`src/hw/rtl/cansm_pkg.sv`:
```
// ----------------------------------------------------------------------------
// cansm_pkg
// Shared types and codes for the CAN network mode manager.
// ----------------------------------------------------------------------------
package cansm_pkg;

   localparam int CHANNEL_COUNT_DEFAULT = 1;

   localparam logic [7:0]  RETRY_LIMIT_RESET    = 8'd5;
   localparam logic [31:0] SHORT_INTERVAL_RESET = 32'd100;
   localparam logic [31:0] LONG_INTERVAL_RESET  = 32'd1000;
   localparam logic [31:0] WAKE_CHECK_RESET     = 32'd1000;
   localparam logic [7:0]  RETRY_MAX            = 8'd255;

   // register indexes
   localparam logic [1:0] REG_RETRY_LIMIT    = 2'd0;
   localparam logic [1:0] REG_SHORT_INTERVAL = 2'd1;
   localparam logic [1:0] REG_LONG_INTERVAL  = 2'd2;
   localparam logic [1:0] REG_WAKE_CHECK     = 2'd3;

   // event kinds
   localparam logic [2:0] KIND_REQUEST  = 3'd0;
   localparam logic [2:0] KIND_BUSOFF   = 3'd1;
   localparam logic [2:0] KIND_WAKEUP   = 3'd2;
   localparam logic [2:0] KIND_FRAME_RX = 3'd3;
   localparam logic [2:0] KIND_PERIODIC = 3'd4;

   // requested modes
   localparam logic [1:0] WANT_NOCOM   = 2'd0;
   localparam logic [1:0] WANT_SILENT  = 2'd1;
   localparam logic [1:0] WANT_FULL    = 2'd2;
   localparam logic [1:0] WANT_INVALID = 2'd3;

   // controller commands
   localparam logic [2:0] CMD_NONE   = 3'd0;
   localparam logic [2:0] CMD_START  = 3'd1;
   localparam logic [2:0] CMD_STOP   = 3'd2;
   localparam logic [2:0] CMD_SLEEP  = 3'd3;
   localparam logic [2:0] CMD_WAKEUP = 3'd4;

   // mode indications
   localparam logic [1:0] IND_NONE   = 2'd0;
   localparam logic [1:0] IND_NOCOM  = 2'd1;
   localparam logic [1:0] IND_SILENT = 2'd2;
   localparam logic [1:0] IND_FULL   = 2'd3;

   // reported current mode
   localparam logic [1:0] MODE_NOCOM  = 2'd0;
   localparam logic [1:0] MODE_SILENT = 2'd1;
   localparam logic [1:0] MODE_FULL   = 2'd2;

   typedef enum logic [2:0] {
      ST_NOCOM   = 3'd0,
      ST_SILENT  = 3'd1,
      ST_FULL    = 3'd2,
      ST_BUSOFF  = 3'd3,
      ST_WAKEVAL = 3'd4
   } state_type;

   typedef struct packed {
      logic [7:0]  short_retry_limit;
      logic [31:0] short_interval_ms;
      logic [31:0] long_interval_ms;
      logic [31:0] wake_check_ms;
   } cfg_type;

   typedef struct packed {
      logic [2:0]  kind;
      logic [31:0] now_ms;
      logic [7:0]  network;
      logic [1:0]  wanted_mode;
   } item_type;

   typedef struct packed {
      logic       accepted;
      logic [2:0] ctrl_command;
      logic [1:0] mode_indication;
      logic [7:0] indication_network;
      logic       report_failed;
      logic       report_passed;
      logic [1:0] current_mode;
   } result_type;

endpackage

```
`src/hw/rtl/cansm_csr.sv`:
```
// ----------------------------------------------------------------------------
// cansm_csr
// APB-style configuration registers for the mode manager.
// ----------------------------------------------------------------------------
module cansm_csr
   import cansm_pkg::*;
(
   input  logic        clock,
   input  logic        reset,
   input  logic        psel,
   input  logic        penable,
   input  logic        pwrite,
   input  logic [3:0]  paddr,
   input  logic [31:0] pwdata,
   output logic [31:0] prdata,
   output logic        pready,
   output cfg_type     cfg
);

   cfg_type    cfg_ff, cfg_in;
   logic       wr_en;
   logic [1:0] reg_index;

   assign pready    = 1'b1;
   assign reg_index = paddr[3:2];
   assign wr_en     = psel && penable && pwrite;

   always_comb begin
      cfg_in = cfg_ff;
      if (wr_en) begin
         unique case (reg_index)
            REG_RETRY_LIMIT:    cfg_in.short_retry_limit = pwdata[7:0];
            REG_SHORT_INTERVAL: cfg_in.short_interval_ms = pwdata;
            REG_LONG_INTERVAL:  cfg_in.long_interval_ms  = pwdata;
            REG_WAKE_CHECK:     cfg_in.wake_check_ms     = pwdata;
            default:            cfg_in = cfg_ff;
         endcase
      end
   end

   always_comb begin
      unique case (reg_index)
         REG_RETRY_LIMIT:    prdata = {24'd0, cfg_ff.short_retry_limit};
         REG_SHORT_INTERVAL: prdata = cfg_ff.short_interval_ms;
         REG_LONG_INTERVAL:  prdata = cfg_ff.long_interval_ms;
         REG_WAKE_CHECK:     prdata = cfg_ff.wake_check_ms;
         default:            prdata = 32'd0;
      endcase
   end

   always_ff @(posedge clock) begin
      if (reset) begin
         cfg_ff.short_retry_limit <= RETRY_LIMIT_RESET;
         cfg_ff.short_interval_ms <= SHORT_INTERVAL_RESET;
         cfg_ff.long_interval_ms  <= LONG_INTERVAL_RESET;
         cfg_ff.wake_check_ms     <= WAKE_CHECK_RESET;
      end else begin
         cfg_ff <= cfg_in;
      end
   end

   assign cfg = cfg_ff;

endmodule

```
`src/hw/rtl/cansm_core.sv`:
```
// ----------------------------------------------------------------------------
// cansm_core
// Mode state machine with bus-off recovery and wakeup validation.
// ----------------------------------------------------------------------------
module cansm_core
   import cansm_pkg::*;
#(
   parameter int CHANNEL_COUNT = CHANNEL_COUNT_DEFAULT
)
(
   input  logic       clock,
   input  logic       reset,
   input  cfg_type    cfg,
   input  logic       step_en,
   input  item_type   item,
   output result_type result
);

   state_type   state_ff, state_in;
   logic [31:0] busoff_start_ff, busoff_start_in;
   logic [31:0] wake_start_ff, wake_start_in;
   logic [7:0]  retry_ff, retry_in;

   logic        bad_net;
   logic [31:0] busoff_elapsed;
   logic [31:0] wake_elapsed;
   logic [31:0] interval;
   logic [7:0]  retry_inc;

   assign bad_net        = {1'b0, item.network} >= 9'(CHANNEL_COUNT);
   assign busoff_elapsed = item.now_ms - busoff_start_ff;
   assign wake_elapsed   = item.now_ms - wake_start_ff;
   assign interval       = (retry_ff >= cfg.short_retry_limit) ? cfg.long_interval_ms
                                                               : cfg.short_interval_ms;
   assign retry_inc      = retry_ff + 8'd1;

   always_comb begin
      state_in        = state_ff;
      busoff_start_in = busoff_start_ff;
      wake_start_in   = wake_start_ff;
      retry_in        = retry_ff;
      result          = '0;
      result.accepted = 1'b1;

      case (item.kind)
         KIND_REQUEST: begin
            if (bad_net || state_ff == ST_BUSOFF || item.wanted_mode == WANT_INVALID) begin
               result.accepted = 1'b0;
            end else if (item.wanted_mode == WANT_FULL) begin
               result.ctrl_command       = CMD_START;
               result.report_passed      = 1'b1;
               result.mode_indication    = IND_FULL;
               result.indication_network = item.network;
               state_in                  = ST_FULL;
               retry_in                  = 8'd0;
            end else if (item.wanted_mode == WANT_SILENT) begin
               if (state_ff == ST_FULL) result.ctrl_command = CMD_STOP;
               result.mode_indication    = IND_SILENT;
               result.indication_network = item.network;
               state_in                  = ST_SILENT;
            end else begin
               if (state_ff == ST_FULL) result.ctrl_command = CMD_SLEEP;
               result.mode_indication    = IND_NOCOM;
               result.indication_network = item.network;
               state_in                  = ST_NOCOM;
            end
         end
         KIND_BUSOFF: begin
            if (state_ff == ST_FULL) begin
               result.ctrl_command    = CMD_STOP;
               result.mode_indication = IND_SILENT;
               state_in               = ST_BUSOFF;
               busoff_start_in        = item.now_ms;
            end
         end
         KIND_WAKEUP: begin
            if (state_ff == ST_NOCOM) begin
               result.ctrl_command = CMD_WAKEUP;
               state_in            = ST_WAKEVAL;
               wake_start_in       = item.now_ms;
            end
         end
         KIND_FRAME_RX: begin
            if (state_ff == ST_WAKEVAL) begin
               result.ctrl_command    = CMD_START;
               result.report_passed   = 1'b1;
               result.mode_indication = IND_FULL;
               state_in               = ST_FULL;
               retry_in               = 8'd0;
            end
         end
         KIND_PERIODIC: begin
            if (state_ff == ST_WAKEVAL) begin
               if (wake_elapsed >= cfg.wake_check_ms) begin
                  result.ctrl_command = CMD_SLEEP;
                  state_in            = ST_NOCOM;
               end
            end else if (state_ff == ST_BUSOFF) begin
               if (busoff_elapsed >= interval) begin
                  // counter saturates; FAILED only on a real step to limit+1
                  if (retry_ff != RETRY_MAX) begin
                     retry_in = retry_inc;
                     result.report_failed =
                        ({1'b0, retry_inc} == ({1'b0, cfg.short_retry_limit} + 9'd1));
                  end
                  result.ctrl_command    = CMD_START;
                  result.report_passed   = 1'b1;
                  result.mode_indication = IND_FULL;
                  state_in               = ST_FULL;
               end
            end
         end
         default: result.accepted = 1'b0;
      endcase

      // mode after the step
      if (state_in == ST_FULL)        result.current_mode = MODE_FULL;
      else if (state_in == ST_SILENT) result.current_mode = MODE_SILENT;
      else                            result.current_mode = MODE_NOCOM;
   end

   always_ff @(posedge clock) begin
      if (reset) begin
         state_ff        <= ST_NOCOM;
         busoff_start_ff <= 32'd0;
         wake_start_ff   <= 32'd0;
         retry_ff        <= 8'd0;
      end else if (step_en) begin
         state_ff        <= state_in;
         busoff_start_ff <= busoff_start_in;
         wake_start_ff   <= wake_start_in;
         retry_ff        <= retry_in;
      end
   end

`ifndef ASSERT_OFF
   a_state_hold: assert property (@(posedge clock) disable iff (reset)
      !step_en |=> $stable(state_ff) && $stable(retry_ff))
      else $error("state changed without a step");

   a_busoff_entry: assert property (@(posedge clock) disable iff (reset)
      step_en && state_in == ST_BUSOFF && state_ff != ST_BUSOFF |-> state_ff == ST_FULL)
      else $error("bus-off entered from a state other than full");

   a_failed_start: assert property (@(posedge clock) disable iff (reset)
      step_en && result.report_failed |->
         result.report_passed && result.ctrl_command == CMD_START && state_ff == ST_BUSOFF)
      else $error("FAILED reported outside a bus-off recovery");

   a_busoff_reject: assert property (@(posedge clock) disable iff (reset)
      step_en && state_ff == ST_BUSOFF && item.kind == KIND_REQUEST |->
         !result.accepted && state_in == ST_BUSOFF)
      else $error("request taken during bus-off");
`endif

endmodule

```
`src/hw/rtl/can_network_mode_busoff_recovery_core.sv`:
```
// ----------------------------------------------------------------------------
// can_network_mode_busoff_recovery_core
// CAN network mode manager: no-com, silent, full, bus-off and wakeup
// validation, with endless two-level bus-off recovery.
// ----------------------------------------------------------------------------
//
// channel  direction  handshake                 payload
// req_     in         req_tvalid / req_tready    tdata: now_ms, network, wanted_mode
//                                                tuser: kind
// rsp_     out        rsp_tvalid / rsp_tready    tdata: result fields
// csr_     in         APB write, pready high     4 registers at 4*i
//
// One transaction per cycle sustained while rsp_tready stays high; a result
// passes through the input register, then the result register.
// The mode state updates when an item moves from the input register into the
// result register, so the per-item path is one pass through the state logic.
// Reset (synchronous, high) empties both registers and returns the manager to
// no-com with the register defaults.
// A stalled result holds; the input register still takes one more transaction
// and then req_tready follows rsp_tready.
// ----------------------------------------------------------------------------
module can_network_mode_busoff_recovery_core
   import cansm_pkg::*;
#(
   parameter int CHANNEL_COUNT = CHANNEL_COUNT_DEFAULT
)
(
   input  logic        clock,
   input  logic        reset,

   input  logic        req_tvalid,
   output logic        req_tready,
   // [31:0] now_ms, [39:32] network, [41:40] wanted_mode, [47:42] zero
   input  logic [47:0] req_tdata,
   // [2:0] kind
   input  logic [2:0]  req_tuser,

   output logic        rsp_tvalid,
   input  logic        rsp_tready,
   // [0] accepted, [3:1] ctrl_command, [5:4] mode_indication,
   // [13:6] indication_network, [14] report_failed, [15] report_passed,
   // [17:16] current_mode, [23:18] zero
   output logic [23:0] rsp_tdata,

   input  logic        csr_psel,
   input  logic        csr_penable,
   input  logic        csr_pwrite,
   input  logic [3:0]  csr_paddr,
   input  logic [31:0] csr_pwdata,
   output logic [31:0] csr_prdata,
   output logic        csr_pready
);

   cfg_type    cfg;
   item_type   item_ff, item_in;
   logic       in_valid_ff, in_valid_in;
   result_type result;
   result_type out_ff, out_in;
   logic       out_valid_ff, out_valid_in;
   logic       advance;
   logic       req_fire;

   cansm_csr u_csr (
      .clock   (clock),
      .reset   (reset),
      .psel    (csr_psel),
      .penable (csr_penable),
      .pwrite  (csr_pwrite),
      .paddr   (csr_paddr),
      .pwdata  (csr_pwdata),
      .prdata  (csr_prdata),
      .pready  (csr_pready),
      .cfg     (cfg)
   );

   // item leaves the input register when the result register is free or draining
   assign advance    = in_valid_ff && (!out_valid_ff || rsp_tready);
   assign req_tready = !in_valid_ff || advance;
   assign req_fire   = req_tvalid && req_tready;

   always_comb begin
      item_in.kind        = req_tuser;
      item_in.now_ms      = req_tdata[31:0];
      item_in.network     = req_tdata[39:32];
      item_in.wanted_mode = req_tdata[41:40];
      in_valid_in         = req_fire || (in_valid_ff && !advance);
      out_in              = result;
      out_valid_in        = advance || (out_valid_ff && !rsp_tready);
   end

   cansm_core #(
      .CHANNEL_COUNT (CHANNEL_COUNT)
   ) u_core (
      .clock   (clock),
      .reset   (reset),
      .cfg     (cfg),
      .step_en (advance),
      .item    (item_ff),
      .result  (result)
   );

   always_ff @(posedge clock) begin
      if (reset) begin
         in_valid_ff  <= 1'b0;
         out_valid_ff <= 1'b0;
      end else begin
         in_valid_ff  <= in_valid_in;
         out_valid_ff <= out_valid_in;
      end
   end

   // payload registers, no reset
   always_ff @(posedge clock) begin
      if (req_fire) item_ff <= item_in;
      if (advance)  out_ff  <= out_in;
   end

   assign rsp_tvalid = out_valid_ff;
   assign rsp_tdata  = {6'd0,
                        out_ff.current_mode,
                        out_ff.report_passed,
                        out_ff.report_failed,
                        out_ff.indication_network,
                        out_ff.mode_indication,
                        out_ff.ctrl_command,
                        out_ff.accepted};

endmodule

```
`config.mk`:
```
export PLATFORM = sky130hd
export DESIGN_NAME = can_network_mode_busoff_recovery_core
export DESIGN_NICKNAME = d
export VERILOG_FILES = /design/src/hw/rtl/cansm_pkg.sv /design/src/hw/rtl/cansm_csr.sv /design/src/hw/rtl/cansm_core.sv /design/src/hw/rtl/can_network_mode_busoff_recovery_core.sv
export SDC_FILE = /design/constraint.sdc
export NUM_CORES = 1
export LEC_CHECK = 0
export ABC_CLOCK_PERIOD_IN_PS = 5300
export BUFFER_PORTS_ARGS = -buffer_cell sky130_fd_sc_hd__buf_4
export CORE_MARGIN = 1
export CORE_UTILIZATION = 60
export CTS_BUF_LIST = sky130_fd_sc_hd__clkbuf_4 sky130_fd_sc_hd__clkbuf_8
export DETAILED_ROUTE_END_ITERATION = 7
export GPL_TIMING_DRIVEN = 0
export PLACE_DENSITY = 0.87
export SLEW_MARGIN = 10
export SYNTH_ARGS = -nofsm -noshare
export SYNTH_HDL_FRONTEND = slang
export SYNTH_SLANG_ARGS = --single-unit
```
`constraint.sdc`:
```
create_clock -name clock -period 5.3 [get_ports clock]
set_clock_uncertainty 0.05 [all_clocks]
set_input_delay 0.265 -clock clock [delete_from_list [all_inputs] [get_ports clock]]
set_output_delay 0.265 -clock clock [all_outputs]
set_load 0.02 [all_outputs]
```
Word-level counts from Yosys, hierarchy flattened. Cells that the tools add are included.

Add/sub/neg operators: 4. Magnitude comparators: 4. Equal/unequal tests: 24. Multiplexer cells: 46. Bitwise gates (word level): 5. Reduce and logical (&&, ||, !) cells: 30.

Operators with widths (number): case mux 32 bit (4 select lines) (1); greater-or-equal comparator 32 bit (2); subtractor 32 bit (2); two-way mux 8 bit (7); two-way mux 3 bit (13); two-way mux 32 bit (1); case mux 3 bit (5 select lines) (2); two-way mux 13 bit (2); case mux 8 bit (3 select lines) (1); == test 3 x 2 -> 1 bit (second input constant) (5); two-way mux 12 bit (1); != test 2 x 1 -> 1 bit (second input constant) (5); adder 8 x 1 -> 9 bit (second input constant) (1); == test 8 x 9 -> 1 bit (1); two-way mux 1 bit (9); AND reduction 9 bit (1); adder 8 x 1 -> 8 bit (second input constant) (1); == test 2 bit (second input constant) (4); greater-or-equal comparator 8 x 1 -> 1 bit (second input constant) (1); greater-or-equal comparator 8 bit (1); two-way mux 2 bit (4); != test 8 bit (second input constant) (1); case mux 2 bit (4 select lines) (1); AND reduction 2 bit (4); 19 further kinds (42).

Register bits: 244. Input bits: 94. Output and inout port bits: 59.

Logic depth before layout (Yosys ltp). Gate-level depths: netlist (run 1).

Depth after elaboration: 9. Depth in mapped cells: 23.

Cells and area by module. Synthesis (run 1) repeated with hierarchy kept, for this count alone.

Cell total of the unflattened synthesis: 1750. Area, all modules: 15733.8 um^2.

By module, submodules not included: cansm_core (instances 1, cells each 1179, area each 8758.4 um^2, sequential area each 1501.4 um^2); cansm_csr (instances 1, cells each 491, area each 4931.0 um^2, sequential area each 2082.0 um^2); can_network_mode_busoff_recovery_core (instances 1, cells each 80, area each 2044.5 um^2, sequential area each 1931.9 um^2).

Least setup slack after synthesis (run 1). Ideal clock, no wire load.

Path kind: reg2reg. Start: register item_ff[10] (netlist bit). End: register out_ff (netlist bit rsp_tdata[17]) (data pin). Setup time: 0.256 ns. Arrival time: 4.358 ns. Path slack: 0.637 ns. Cell stages (with the launch flop): 24. Clock period less this slack: 4.663 ns. Cells stage by stage: edfxtp_1 -> inv_1 -> ha_1 -> inv_1 -> fa_1 -> a211oi_1 -> o211a_1 -> nor3_1 -> nor4b_2 -> o21ai_1 -> a31oi_1 -> o21ai_1 -> a21oi_1 -> xnor2_1 -> ha_1 -> a21o_1 -> a21o_1 -> a21oi_1 -> nand3_1 -> a31oi_1 -> a31oi_4 -> nor2b_1 -> a31o_2 -> and4_1.

Longest elaborated chain between the ends: 7.

Ends and longest elaborated chain: from (decl) (line can_network_mode_busoff_recovery_core.sv:55) `item_type item_ff, item_in;`; from (signal assigned) (line can_network_mode_busoff_recovery_core.sv:114) `if (req_fire) item_ff <= item_in;`; subtractor 32 bit (line cansm_core.sv:31) `assign busoff_elapsed = item.now_ms - busoff_start_ff;`; greater-or-equal comparator 32 bit (line cansm_core.sv:99) `if (busoff_elapsed >= interval) begin`; two-way mux 3 bit (line cansm_core.sv:99); two-way mux 3 bit (line cansm_core.sv:98) `end else if (state_ff == ST_BUSOFF) begin`; two-way mux 3 bit * (line cansm_core.sv:93) `if (state_ff == ST_WAKEVAL) begin`; case mux 3 bit (5 select lines) * (line cansm_core.sv:45) `case (item.kind)`; == test 3 x 2 -> 1 bit * (line cansm_core.sv:117) `if (state_in == ST_FULL) result.current_mode = MODE_FULL;`; to (signal assigned) (line can_network_mode_busoff_recovery_core.sv:115) `if (advance) out_ff <= out_in;`; to (decl) (line can_network_mode_busoff_recovery_core.sv:58) `result_type out_ff, out_in;`.

Mark *: on every way between the ends. The rest lies on a longest branch, timed or not. A chain may end at the register's enable or synchronous reset.

Final worst setup path (run 1). Ends and elaborated chain as after synthesis.

==> qor.yml, run 1 <==
finalHoldViolCount: 0
hold_end: "u_core.retry_ff[5]"
place_area_sq_mm: 0.01641
p_leak_nw: 7.342
gr-total-overflow: 0
netlist_area_sq_mm: 0.01492
syn_area_per_cell_sq_um: 8.562
grt_pass1_vias: 13630
hold_path.class: "input port to flop"
synth_compound_area_frac: 0.1820
crit_slowest_cell: "edfxtp_1"
place_hpwl_um: 31140
cts.path.max_buffers: 3
required_ns: 5.55
drt_iter0_drc: 1589
r2r_end: "rsp_tdata[17]"
ir_drop_mv: 0.2003
fin_crit_sh: 0.9871
end_kind: "flop"
multi_input_area_sq_mm: 0.008811
status: "finished with violations"
nFillCells: 1633
drtPass1Iterations: 8
reg2reg_slack_ns: 0.07
drive_gt1_frac: 0.1612
routed_wirelength_um: 44640
reg2reg_depth: 24
fin_crit_ns: 5.232
antenna_found_initial: 1
gp_congestion: 0.9803
grt_pass1_wl_um: 68900
die_x_um: 159.7
crit_type: "flop to flop"
cp_cell_sequence: "inv_1 > ha_1 > inv_1 > fa_2 > a211oi_2 > o211a_1 > nor3_1 > nor4b_2 > buf_4 > o21ai_1 > a31oi_2 > buf_4 > o21bai_1 > a21oi_1 > xnor2_1 > ha_1 > a21o_1 > a21oi_2 > nand3_1 > a31oi_2 > a31oi_4 > nor2b_1 > a31o_2 > and4_1"
synth_top_area_frac: 0.2429
cts.reportedPaths.clkPinSlew_ns: 0.07
p_total_w: 0.004610
wl_met1_um: 17580
crit_fanout: 4
wl_met3_um: 4666
synth_top_cell_by_area: "dfxtp_1"
clock_latency_ns: 0.57
pin_count: 153
synth_area_leaders: "dfxtp_1, edfxtp_1, ha_1"
yosys.area_share.simple: 0.1700
final-seq-area_sq_mm: 0.005518
ys_seq_area_frac: 0.3698
fp.dieH_um: 159.7
grt_max_degree: 36
cp_top_family: "compound AO/OA/AOI/OAI gates"
crit_path_max_incr_delay_ns: 0.40
h-tree-depth: 2
relSlewSlack: 0.3765
fmax_mhz: 191.1
fp-row-count: 57
via_per_inst: 6.034
final_nets: 2261
synthMuxAreaShare: 0.05721
clockRootBuffer: "clkbuf_8"
slew_viol_final: 0
dr.max_layer_used: "met4"
synth-main-ff-cell: "dfxtp_1"
cts_tree: "built"
wl_per_cell_um: 18.73
antenna_left: 0
hp-start: "reset"
die_area_sq_mm: 0.02549
synthAdderAreaFrac: 0.1201
worst_pin_slew_ns: 0.9353
maxCapViolations: 0
critPathArrivalTime_ns: 5.48
via_count: 14390
ys_warn_count: 0
postSynthCellCount: 1742
start_util: 0.6133
numCtsBuffers: 42
synth.distinct_cells: 79
synth_edf_count: 63
power.density_mw_per_mm2: 250.6
cts.sinks: 244
synth_top_family_by_area: "compound AO/OA/AOI/OAI gates"
setup_violations: 0
postLayoutCellArea_sq_mm: 0.01840
startpoint_type: "flop"
synth_seq_cells: 244
grt.total_usage: 0.3391
cp_num_buf_inv: 4
synth_xor_area_frac: 0.04521
r2r_start: "item_ff[10]"
ys_async_sr_fraction: 0
violations: "DRC"
routed-wl-met2_um: 20110
numPortBuffers: 136
holdPathStages: 3
core_area_sq_mm: 0.02432
drc: 1
area_growth_pct: 23.35
layer usage:
metal	up-vias	track usage
li1	6642	-
met1	6697	0.4290
met2	859	0.5447
met3	187	0.07506
met4	0	0.1735
met5	-	0
Yosys cell counts, drive strengths merged (4+ instances only):
cell,number
clkbuf,58
or2,6
nor2,58
nor4,7
nand2,371
nor2b,14
nand3,25
o31ai,4
inv,122
mux2i,38
dfxtp,181
and4,5
a2111oi,5
or3,6
xor2,19
o21bai,9
a31oi,13
nor3b,4
and3,11
a21oi,211
o21ai,44
nand4,19
edfxtp,63
ha,140
mux2,26
a211oi,13
nor3,17
a22o,26
and2,6
a311oi,4
o211ai,11
o21a,11
xnor2,58
nand2b,8
buf,21
a21o,56
mux4,8
metrics by stage:
stage | cells | TNS [ns] | worst slack (ns) | hold WS (ns) | utilization
floorplan | 1755 | 0 | 0.6367 | 0.3139 | -
global placement | 2215 | -0.4731 | -0.1296 | 0.3914 | 0.6740
detailed placement | 2216 | -1.806 | -0.2683 | 0.3943 | 0.6748
CTS | 2376 | 0 | 0.008670 | 0.04448 | 0.7480
global route | 2384 | -0.2969 | -0.1190 | 0.06431 | 0.7565
finish | 2384 | 0 | 0.06848 | 0.07190 | 0.7565
layout make-up:
cell class,instances,share of cell area
clock buffers,66,0.04461
clock inverters,12,0.005032
well taps,324,0.02203
repair buffers,226,0.1036
plain buffers,80,0.02067
inverters,123,0.02509
flip-flops and latches,244,0.2999
multi-input cells,1308,0.4789
diodes,1,0.0001360
how the worst max path moves through the flow:
stage / from / slack, ns / cells after the start / endpoint
floorplan: item_ff[10] / 0.64 / 23 / rsp_tdata[17]
CTS: item_ff[10] / 0.009 / 21 / rsp_tdata[16]
global route: item_ff[10] / -0.12 / 24 / rsp_tdata[16]
finish: item_ff[10] / 0.07 / 24 / rsp_tdata[17]
global placement: item_ff[10] / -0.13 / 23 / rsp_tdata[17]
detailed placement: item_ff[11] / -0.27 / 18 / rsp_tdata[16]
flip-flops by register name, indices dropped and copies added (netlist names):
| name | flops |
|---|---|
| u_core.wake_start_ff | 32 |
| u_core.retry_ff | 8 |
| u_core.busoff_start_ff | 32 |
| u_csr.cfg | 104 |
| in_valid_ff | 1 |
| rsp_tvalid | 1 |
| item_ff | 45 |
| rsp_tdata | 18 |
| u_core.state_ff | 3 |
placed cells by master (no fill, tap or decap), types with 19 or more instances in the layout:
cell and count:
a22o_1 26, mux2i_1 38, xor2_1 19, clkbuf_1 58
dfxtp_1 179, clkbuf_8 52, o21ai_0 36, nand3_1 25
inv_1 122, dlygate4sd3_1 79, nand4_1 19, a21o_1 56
a21oi_1 208, nor2_1 58, nand2_1 369, edfxtp_1 63
mux2_2 26, buf_4 153, ha_1 136, xnor2_1 58
repair_timing:
action / in CTS / in global routing
pin swaps: 2 / 7
gates cloned: 0 / 0
hold endpoints to repair: 151 / 0
hold buffers: 79 / 0
resized for setup: 14 / 35
buffers inserted: 3 / 7
setup endpoints to repair: 16 / 18
report_power, final:
part / switching (W) / leakage (nW) / internal (W)
registers: 0.0000395 / 2.07 / 0.00196
logic: 0.000427 / 4.78 / 0.000344
clock network: 0.000802 / 0.490 / 0.00104
worst reg2reg max path: stages (launching register included):
cell	delay [ns]
edfxtp_1	0.40
inv_1	0.10
ha_1	0.20
inv_1	0.07
fa_2	0.38
a211oi_2	0.29
o211a_1	0.24
nor3_1	0.10
nor4b_2	0.22
buf_4	0.17
o21ai_1	0.10
a31oi_2	0.22
buf_4	0.16
o21bai_1	0.08
a21oi_1	0.18
xnor2_1	0.15
ha_1	0.27
a21o_1	0.17
a21oi_2	0.19
nand3_1	0.13
a31oi_2	0.23
a31oi_4	0.18
nor2b_1	0.21
a31o_2	0.28
and4_1	0.20
logic make-up after synthesis:
family | Yosys count
adders and majority gates | 142
other | 2
DFF | 244
and+or+nand+nor | 570
buffers and inverters | 203
AOI/OAI and AO/OA | 432
muxes | 72
xor gates and xnor gates | 77
No activity file was read; power rests on OpenSTA's default activity.
==> inputs of run 2 (changes only) <==
--- a/config.mk
+++ b/config.mk
@@ -5,6 +5,7 @@
 export SDC_FILE = /design/constraint.sdc
 export NUM_CORES = 1
 export LEC_CHECK = 0
+export ABC_AREA = 1
 export ABC_CLOCK_PERIOD_IN_PS = 5300
 export BUFFER_PORTS_ARGS = -buffer_cell sky130_fd_sc_hd__buf_4
 export CORE_MARGIN = 1
==> run 2 against run 1 <==
The flow now finishes without violations. Fmax is 14% higher. Total power up 7.7%. Critical path depth decreased by 3. Routed wire length up 4.2%. Register-to-register slack better by 0.64 ns. Sequential power about the same. Die area rose by 1.1%. Synthesized area grew 1.1%. Worst setup slack better by 0.64 ns. Design area shrank 0.41%. Largest power group unchanged. Highest routed layer unchanged.
==> qor.yml, run 2 <==
status: "finished, final reports clean"  # was finished with violations
hp-start: "csr_penable"  # was reset
holdPathStages: 4  # was 3
hold_end: "u_csr.cfg[98]"  # was u_core.retry_ff[5]
hold_path.class: "input port to flop"  # unchanged
end_kind: "flop"  # unchanged
fmax_mhz: 217.9  # was 191.1 MHz
drc: 0  # was 1
reg2reg_slack_ns: 0.71  # was 0.07 ns
synth_top_cell_by_area: "dfxtp_1"  # unchanged
antenna_found_initial: 0  # was 1
grt_max_degree: 40  # was 36
cts.path.max_buffers: 3  # unchanged
synth_seq_cells: 244  # unchanged
reg2reg_depth: 21  # was 24
worst_pin_slew_ns: 0.7979  # was 0.9353 ns
pin_count: 153  # unchanged
layout_commonest_cell: "nand2_1"  # unchanged
p_leak_nw: 7.895  # was 7.342 nW
synth.distinct_cells: 52  # was 79
postSynthCellCount: 2013  # was 1742
ctsHoldBuffers: 81  # was 79
drt_iter0_drc: 1597  # was 1589
ys_seq_area_frac: 0.3657  # was 0.3698
diodes: 0  # was 1
ys_async_sr_fraction: 0  # unchanged
area_growth_pct: 21.50  # was 23.35%
dp_slack_ns: 0.8779  # was -0.2683 ns
synthMostInstantiatedCell: "nand2_1"  # unchanged
clkPwrFrac: 0.378  # was 0.400
cts.reportedPaths.clkPinSlew_ns: 0.06  # was 0.07 ns
die_area_sq_mm: 0.02577  # was 0.02549 sq mm
numCtsBuffers: 42  # unchanged
clockRootBuffer: "clkbuf_8"  # unchanged
maxCapViolations: 0  # unchanged
syn_area_per_cell_sq_um: 7.492  # was 8.562 sq um
seq_power_share: 0.406  # was 0.433
combPwrFrac: 0.216  # was 0.167
nFillCells: 1888  # was 1633
synth_edf_count: 63  # unchanged
slew_viol_final: 0  # unchanged
p_switching_w: 0.001511  # was 0.001268 W
cts_setup_buffers: 0  # was 3
fp.dieH_um: 160.5  # was 159.7 um
relSlewSlack: 0.4648  # was 0.3765
die_x_um: 160.5  # was 159.7 um
synth-main-ff-cell: "dfxtp_1"  # unchanged
h-tree-depth: 2  # unchanged
ys_warn_count: 0  # unchanged
synth_area_leaders: "dfxtp_1, edfxtp_1, ha_1"  # unchanged
cts_tree: "built"  # unchanged
grt_pass1_vias: 14640  # was 13630
r2r_end: "rsp_tdata[4]"  # was rsp_tdata[17]
grt.total_usage: 0.3592  # was 0.3391
synthTopCellsByCount: "nand2_1, inv_1, o21ai_0, a21oi_1, nor2_1"  # was nand2_1, a21oi_1, dfxtp_1, ha_1, inv_1
gr-total-overflow: 0  # unchanged
drive_gt1_frac: 0.1106  # was 0.1612
numPortBuffers: 137  # was 136
wl_per_cell_um: 17.58  # was 18.73 um
p_int_w: 0.003452  # was 0.003342 W
post_cts_resized: 0  # was 14
clock_latency_ns: 0.57  # about the same
rsz0062_at_grt: "no"
ir_drop_mv: 0.2319  # was 0.2003 mV
critPathArrivalTime_ns: 4.84  # was 5.48 ns
r2r_start: "item_ff[12]"  # was item_ff[10]
largest_register_ffs: 104  # unchanged
required_ns: 5.56  # was 5.55 ns
routed_wirelength_um: 46540  # was 44640 um
via_per_inst: 5.783  # was 6.034
grt_pass1_wl_um: 73710  # was 68900 um
fin_crit_sh: 0.8658  # was 0.9871
via_count: 15310  # was 14390
place_hpwl_um: 34480  # was 31140 um
start_util: 0.6165  # was 0.6133
synth_top_area_frac: 0.2403  # was 0.2429
startpoint_type: "flop"  # unchanged
core_area_sq_mm: 0.02446  # was 0.02432 sq mm
power.density_mw_per_mm2: 270.9  # was 250.6 mW/mm^2
crit_type: "flop to flop"  # unchanged
final_cell_mix: "nand2_1, inv_1, o21ai_0, a21oi_1, nor2_1"  # was nand2_1, a21oi_1, dfxtp_1, buf_4, ha_1
setup_violations: 0  # unchanged
antenna_left: 0  # unchanged
final-seq-area_sq_mm: 0.005515  # was 0.005518 sq mm
cts.sinks: 244  # unchanged
fin_crit_ns: 4.589  # was 5.232 ns
fp-row-count: 57  # unchanged
setup_tns_ns: 0  # unchanged
drtPass1Iterations: 6  # was 8
switching_share: 0.3045  # was 0.2751
crit_fanout: 4  # unchanged
finalHoldViolCount: 0  # unchanged
final_nets: 2525  # was 2261
timing.final.ws_setup_ns: 0.7112  # was 0.06848 ns
gp_congestion: 0.9798  # was 0.9803
multi_input_area_sq_mm: 0.008297  # was 0.008811 sq mm
netlist_area_sq_mm: 0.01508  # was 0.01492 sq mm
[run 2: changes by cell type after synthesis, moves of 32 or more]
cell | before | now
a21o_1 | 56 | 10
inv_1 | 122 | 258
mux2i_1 | 38 | 6
nand2_1 | 369 | 334
nor2_1 | 58 | 204
o21ai_0 | 39 | 242
xnor2_1 | 58 | 16
xor2_1 | 19 | 51
[run 2: kinds of logic after synthesis]
family,count (synthesis),share of synthesized area
buffers and inverters,336,0.08736
DFF,244,0.3657
adders and majority gates,142,0.1188
xor gates and xnor gates,67,0.03891
other,2,0.0004980
muxes,6,0.003983
and+or+nand+nor,649,0.1779
AOI/OAI and AO/OA,567,0.2068
[run 2: routing by layer]
metal	up-vias	track usage	routed length (um)
li1	7336	-	-
met1	7044	0.4860	19610
met2	809	0.5803	21030
met3	119	0.05165	4258
met4	0	0.1368	1636
met5	-	0	0
[run 2: through the flow]
| stage | hold slack [ns] | power, W | cell area [sq um] | util | std cells |
|---|---|---|---|---|---|
| floorplan | 0.2841 | 0.002705 | 15130 | - | 2026 |
| global placement | 0.3919 | 0.002998 | 16560 | 0.6771 | 2487 |
| detailed placement | 0.3943 | 0.003040 | 16580 | 0.6779 | 2488 |
| CTS | 0.2050 | 0.004929 | 18320 | 0.7490 | 2647 |
| global route | 0.2671 | 0.005173 | 18320 | 0.7490 | 2647 |
| finish | 0.2364 | 0.004963 | 18320 | 0.7490 | 2647 |
[run 2: cell type report]
type,instances,area share
plain buffers,73,0.01803
clock buffers,70,0.04678
clock inverters,8,0.003892
inverters,263,0.05388
multi-input cells,1446,0.4528
flip-flops and latches,244,0.3010
well taps,324,0.02213
repair buffers,219,0.1015
[run 2: critical path, cell delays in order (launching register included)]
cell      delay, ns
edfxtp_1       0.46
ha_1           0.39
a21oi_1        0.20
nand2_1        0.13
a21oi_2        0.27
inv_1          0.08
a21oi_1        0.38
o21ai_1        0.16
nand2_1        0.08
nand2_1        0.06
xor2_1         0.32
ha_1           0.33
a21oi_1        0.15
nor2_1         0.06
nor3_1         0.14
nand2_1        0.07
a21oi_1        0.40
nand2_1        0.16
nand2_1        0.12
o21ai_0        0.08
inv_1          0.14
o21ai_0        0.10
[run 2: worst max-delay path by stage]
| stage | from | slack (ns) | depth (start not counted) | end |
|---|---|---|---|---|
| after CTS | item_ff[12] | 0.85 | 21 | rsp_tdata[4] |
| after detailed placement | item_ff[12] | 0.88 | 21 | rsp_tdata[4] |
| final | item_ff[12] | 0.71 | 21 | rsp_tdata[4] |
| after global routing | item_ff[12] | 0.51 | 21 | rsp_tdata[4] |
| after global placement | item_ff[18] | 1.06 | 22 | rsp_tdata[17] |
| after floorplan | item_ff[10] | 1.85 | 24 | rsp_tdata[4] |
[run 2: power by group through the flow]
stage | Clock (W) | Combinational (W) | Sequential [W]
finish | 0.00187 | 0.00107 | 0.00201
global route | 0.00197 | 0.00119 | 0.00202
CTS | 0.00187 | 0.00105 | 0.00201
detailed placement | 0 | 0.000990 | 0.00205
global placement | 0 | 0.000950 | 0.00205
floorplan | 0 | 0.000660 | 0.00204
